==> config.mk <==
export PLATFORM = sky130hd
export DESIGN_NAME = lbm_cm_sqrt
export DESIGN_NICKNAME = d
export VERILOG_FILES = /design/src/rtl/core/lbm_cm_pkg.sv /design/src/rtl/core/lbm_cm_sqrt.sv
export SDC_FILE = /design/constraint.sdc
export NUM_CORES = 2
export LEC_CHECK = 0
export BUFFER_PORTS_ARGS = -buffer_cell sky130_fd_sc_hd__buf_2
export CAP_MARGIN = 20
export CORE_MARGIN = 2
export CORE_UTILIZATION = 58
export DETAILED_ROUTE_END_ITERATION = 6
export GPL_TIMING_DRIVEN = 0
export PLACE_DENSITY = 0.83
export SYNTH_ARGS = -nofsm -noshare
export SYNTH_HDL_FRONTEND = slang
export SYNTH_SLANG_ARGS = --single-unit
export TNS_END_PERCENT = 20
==> constraint.sdc <==
create_clock -name i_clk -period 3.4 [get_ports i_clk]
set_input_delay 0.51 -clock i_clk [delete_from_list [all_inputs] [get_ports i_clk]]
set_output_delay 0.51 -clock i_clk [all_outputs]
set_load 0.01 [all_outputs]
==> src/rtl/core/lbm_cm_pkg.sv <==
// Shared types, constants and a helper function of the D2Q9 cell moment pipeline.
package lbm_cm_pkg;

    // Default fraction width of the Q format and reset value of the rest density.
    localparam int FRAC_BITS_DEF = 24;
    localparam logic [31:0] REST_DENSITY_RST = 32'd1677722;

    // Operand widths: sums of three distributions and of all nine.
    localparam int MAG_W = 34;
    localparam int DEN_W = 36;
    localparam int QW    = 32;

    // Latencies of the divider and square root units in register stages.
    localparam int DIV_LAT = QW + 1;
    localparam int SQ_LAT  = QW + 1;

    // Pressure is worked out by long division by three, one byte per stage.
    localparam int P3_STEPS = 5;
    localparam int P_W      = 8 * P3_STEPS;

    // Velocity saturation limits.
    localparam logic [31:0] VEL_POS_MAX = 32'h7FFF_FFFF;
    localparam logic [31:0] VEL_NEG_MAX = 32'h8000_0000;

    // Sideband that travels alongside the velocity dividers.
    typedef struct packed {
        logic             neg_x;
        logic             neg_y;
        logic             blk;
        logic             zero;
        logic [P_W-1:0]   p_num;
        logic [P_W-1:0]   p_quo;
        logic [1:0]       p_rem;
    } t_dv_side;

    // Sideband that travels alongside the square root unit.
    typedef struct packed {
        logic [31:0] vel_x;
        logic [31:0] vel_y;
        logic [31:0] pressure;
        logic        zero;
    } t_sq_side;

    // One byte of long division by three: returns the new remainder and eight quotient bits.
    function automatic logic [9:0] div3_8(input logic [1:0] rem, input logic [7:0] bits);
        logic [2:0] r;
        logic [7:0] q;
        r = {1'b0, rem};
        for (int b = 7; b >= 0; b--) begin
            r = {r[1:0], bits[b]};
            if (r >= 3'd3) begin
                r    = r - 3'd3;
                q[b] = 1'b1;
            end else begin
                q[b] = 1'b0;
            end
        end
        return {r[1:0], q};
    endfunction

endpackage

==> src/rtl/core/lbm_cm_sqrt.sv <==
// Pipelined integer square root of a 64-bit value, rounded to nearest and saturated.
module lbm_cm_sqrt (
    input  logic                      i_clk,
    input  logic                      i_en,
    input  logic [2*lbm_cm_pkg::QW-1:0] i_val,
    output logic [lbm_cm_pkg::QW-1:0] o_root
);
    import lbm_cm_pkg::*;

    localparam int VW = 2 * QW;

    logic [VW-1:0] r_rem  [0:QW-1];
    logic [QW-1:0] r_root [0:QW-1];
    logic [VW-1:0] w_rem_in  [0:QW-1];
    logic [QW-1:0] w_root_in [0:QW-1];
    logic [QW-1:0] r_out;

    // One root bit per stage; the remainder holds value minus root squared.
    for (genvar s = 0; s < QW; s++) begin : g_step
        localparam int BI = QW - 1 - s;
        logic [VW:0] w_trial;
        logic        w_ge;

        if (s == 0) begin : g_first
            assign w_rem_in[s]  = i_val;
            assign w_root_in[s] = '0;
        end else begin : g_next
            assign w_rem_in[s]  = r_rem[s-1];
            assign w_root_in[s] = r_root[s-1];
        end

        assign w_trial = ((VW+1)'(w_root_in[s]) << (BI + 1)) + ((VW+1)'(1) << (2 * BI));
        assign w_ge    = (VW+1)'(w_rem_in[s]) >= w_trial;

        always_ff @(posedge i_clk) begin
            if (i_en) begin
                r_rem[s]  <= w_ge ? VW'((VW+1)'(w_rem_in[s]) - w_trial) : w_rem_in[s];
                r_root[s] <= w_ge ? (w_root_in[s] | (QW'(1) << BI)) : w_root_in[s];
            end
        end
    end

    // Round up when the remainder exceeds the root, saturating at full scale.
    always_ff @(posedge i_clk) begin
        if (i_en) begin
            if (r_rem[QW-1] > VW'(r_root[QW-1]) && r_root[QW-1] != '1) begin
                r_out <= r_root[QW-1] + QW'(1);
            end else if (r_rem[QW-1] > VW'(r_root[QW-1])) begin
                r_out <= '1;
            end else begin
                r_out <= r_root[QW-1];
            end
        end
    end

    assign o_root = r_out;

endmodule

==> flow_metrics.tcl <==
set metrics [dict create \
    remaining_drc_errors 0 \
    avg_vias_per_cell 6.31 \
    layout.nets 11600 \
    achievable-frequency_mhz 248 \
    totalWireLength_um 346000 \
    track_usage_pct 30.1 \
    status "finished, violations left" \
    area.growth.synth_to_final_pct 15.1 \
    ir_drop_mv 0.606 \
    post_synthesis_instance_area_sq_um 127000 \
    slew-limit-headroom_pct 17.2 \
    post-route-cell-area_sq_um 146000 \
    drt-initial-drc-count 10400 \
    route.vias.total 88200 \
    grt_setup_unrepaired "true" \
    max_slew.worst_pin.slew_ns 1.23 \
    final.fill_count 15100 \
    synth_area_leaders "edfxtp_1 (62%), ha_1 (5.8%), xnor2_1 (3.7%), xor2_1 (3.0%), a21oi_1 (2.4%)" \
    initial_standard_cell_utilization_of_the_core_pct 58.5 \
    setup.worst_path.start_class "register" \
    io_pins 98 \
    detail-route-antenna-nets 0 \
    worst_path_max_fanout 6 \
    critical_path_class "register to register" \
    timing.critical_path.slowest_cell_delay_ns 0.51 \
    critical_path_endpoint_category "register" \
    post_route_cells_drive_above_1_share_pct 12.4 \
    critical_path.slowest_cell "or4b_4" \
    failed_checks "setup timing" \
    setup_ws_ns -0.633 \
    worst_path_dominant_cell_family "simple AND/OR/NAND/NOR gates" \
    tritoncts_clock_tree "done" \
    cts-htree-levels 5 \
    dp_hpwl_um 245000 \
    residual_overflow_from_global_routing 0 \
    die_y_um 472 \
    die_width_um 472 \
    grt_pass1_wl_um 511000 \
    tmin_final_ns 4.03 \
    warnings_synthesis 0 \
    hold_viol 0 \
    grt_antenna_before_repair 15 \
    critical_path_buf_inv_count 2 \
    syn_inst 10300 \
    multi_input_area_sq_um 48000 \
    final_max_tran_viols 0 \
    globalplace.congestion 0.961 \
    worst_clock_skew_ns 0.107 \
    numCtsBuffers 289 \
    hold_class "primary input to register" \
    maxCapViolations 0 \
    vias_in_the_first_global_route 84200 \
    area.sequential_sq_um 78300 \
    synth-edff-count 2608 \
    sequential_to_total_area_share_from_yosys_stat_pct 61.6 \
    cts-root-to-sink-buffers 4 \
    wl_per_cell_um 24.8 \
    fin_crit_sh_pct 119 \
    floorplan.die_area_sq_um 223000 \
    std_cell_rows 171 \
    cts.clk_slew.worst_paths_ns 0.06 \
    required_ns 4.03 \
    arrival_worst_endpoint_ns 4.66 \
    cts.root.buffer_cell "clkbuf_16" \
    largest_net_degree_at_the_start_of_global_routing 198 \
    async_flop_share_pct 0 \
    netlist-cell-type-count 88 \
    tritoncts_num_sinks 2608 \
    endpoints_failing_setup 723 \
    synthesis.area_per_instance_sq_um 12.3 \
    firstDrtPassIters 6 \
    ys_dominant_reg_cell "edfxtp_1" \
    core-area_sq_um 217000 \
    clock_insertion_delay_worst_skew_ns 0.96 \
    yosysTopAreaCell "edfxtp_1" \
    fin_util_pct 67.3 \
    postPlaceCellArea_sq_um 132000 \
    synth_nets 10900 \
    power_density_nw_per_um2 681 \
    ys_seq_elements 2608 \
    leakage_nw 55.2 \
    synthDominantCellAreaShare_pct 61.6 \
    critical_path.cell_chain "ha_2, or4_4, or3_4, or4b_4, or3_4, or4_4, a311oi_2, or2_1, buf_6, buf_12, nor3_1, xor2_1" \
    port_buffers 97 \
]
-- routing by layer --
layer | part of all wire [%] | track usage, % | routed length [um]
met4 | 4.1 | 11.3 | 14100
met1 | 40 | 40.8 | 139000
met5 | 0.0078 | 0 | 27
met2 | 48 | 49.6 | 167000
met3 | 7.7 | 4.11 | 26500
-- worst paths after layout --
path | startpoint | to | slack (ns) | cells past startpoint
setup / recovery | r_rem[14][48] | r_rem[15][51] | -0.63 | 12
hold / removal | i_en | r_rem[17][52] | 0.11 | 1
setup reg to reg | r_rem[14][48] | r_rem[15][51] | -0.63 | 12
hold reg to reg | r_root[4][21] | r_root[4][53] | 0.39 | 0
-- registers in the layout (all words and copies together) (netlist names) --
| signal | count |
|---|---|
| r_rem | 2048 |
| r_root | 528 |
| o_root | 32 |
-- area by class of cell --
type / instances / share of cell area, %
Buffer: 175 / 0.795
Inverter: 727 / 1.88
Multi-Input combinational cell: 6720 / 32.8
Tap cell: 2854 / 2.44
Clock buffer: 335 / 5.15
Antenna cell: 10 / 0.0171
Timing Repair Buffer: 381 / 2.19
Clock inverter: 161 / 1.16
Sequential cell: 2608 / 53.5
-- synth_stat cells (15+ instances only) --
master     count
a211oi_1      53
and3_1        58
inv_1        724
clkbuf_1     203
o21a_1        98
a21o_1       263
xnor2_1      530
and4_1        20
mux2_2        88
o21ai_0      519
nor2_1       647
edfxtp_1    2608
or2_2         46
nand2_1      678
a31oi_1       46
nand4_1      203
nor2b_1       75
nor4b_1       52
nor4_1       360
o21bai_1      48
nand3b_1      28
o31a_1        15
or3_1        123
a21boi_0      22
ha_1         593
a2111oi_0     16
nor3_1       313
buf_1         22
nand2b_1     107
nand3_1      196
o211ai_1      38
o31ai_1       54
a211o_1       18
a21oi_1      611
or4_1         66
nand4b_1      20
and2_1        39
xor2_1       432
nor3b_1       18
-- kinds of logic after synthesis --
kind of cell	synth area share, %
compound gates	9.62
flops	61.6
buf+inv	2.86
mux	0.860
simple gates	12.6
fa+ha+maj	5.84
xor+xnor	6.63
-- per-stage QoR --
step                      setup WS [ns]  cells  total power, W  TNS [ns]  hold WS [ns]
after floorplan                  -0.299  10300          0.0585    -14.23         0.417
after global placement           -37.60  13200          0.0645         -         0.427
after detailed placement          -1.77  13300          0.0662  -1624.13         0.427
after CTS                        -0.658  13900          0.0985   -256.52         0.100
after global routing             -0.679  14000           0.103   -254.17         0.123
final                            -0.633  14000          0.0996   -108.71         0.106
-- timing repair --
| item | CTS | global route |
|---|---|---|
| hold endpoints to repair | 64 | 0 |
| setup buffers | 117 | 76 |
| pin swaps | 83 | 67 |
| setup endpoints to repair | 1354 | 1665 |
| hold buffers | 64 | 0 |
| gates resized for setup | 512 | 316 |
| cloned | 2 | 6 |
-- placed cells by master, fill, tap and decap left out, types with 36 or more instances in the layout --
master / instances
a211oi_1: 43
a21o_1: 263
a21oi_1: 590
a31oi_1: 38
and3_1: 55
buf_2: 113
buf_4: 199
clkbuf_1: 110
clkbuf_16: 303
clkinv_1: 57
clkinv_2: 39
dlygate4sd3_1: 64
edfxtp_1: 2608
ha_1: 538
ha_4: 36
inv_1: 715
mux2_2: 88
nand2_1: 669
nand2b_1: 106
nand3_1: 186
nand4_1: 203
nor2_1: 633
nor2b_1: 72
nor3_1: 269
nor4_1: 304
nor4b_1: 47
o211ai_1: 38
o21a_1: 97
o21ai_0: 465
o21bai_1: 46
o31ai_1: 45
or2_2: 44
or3_1: 109
or4_1: 51
xnor2_1: 516
xor2_1: 425
-- power by group --
group | switching, W | internal, W
sequential | 0.00363 | 0.0410
combinational | 0.0141 | 0.00967
clock | 0.0128 | 0.0183
total | 0.0306 | 0.0690
No activity file was read; power rests on OpenSTA's default activity.
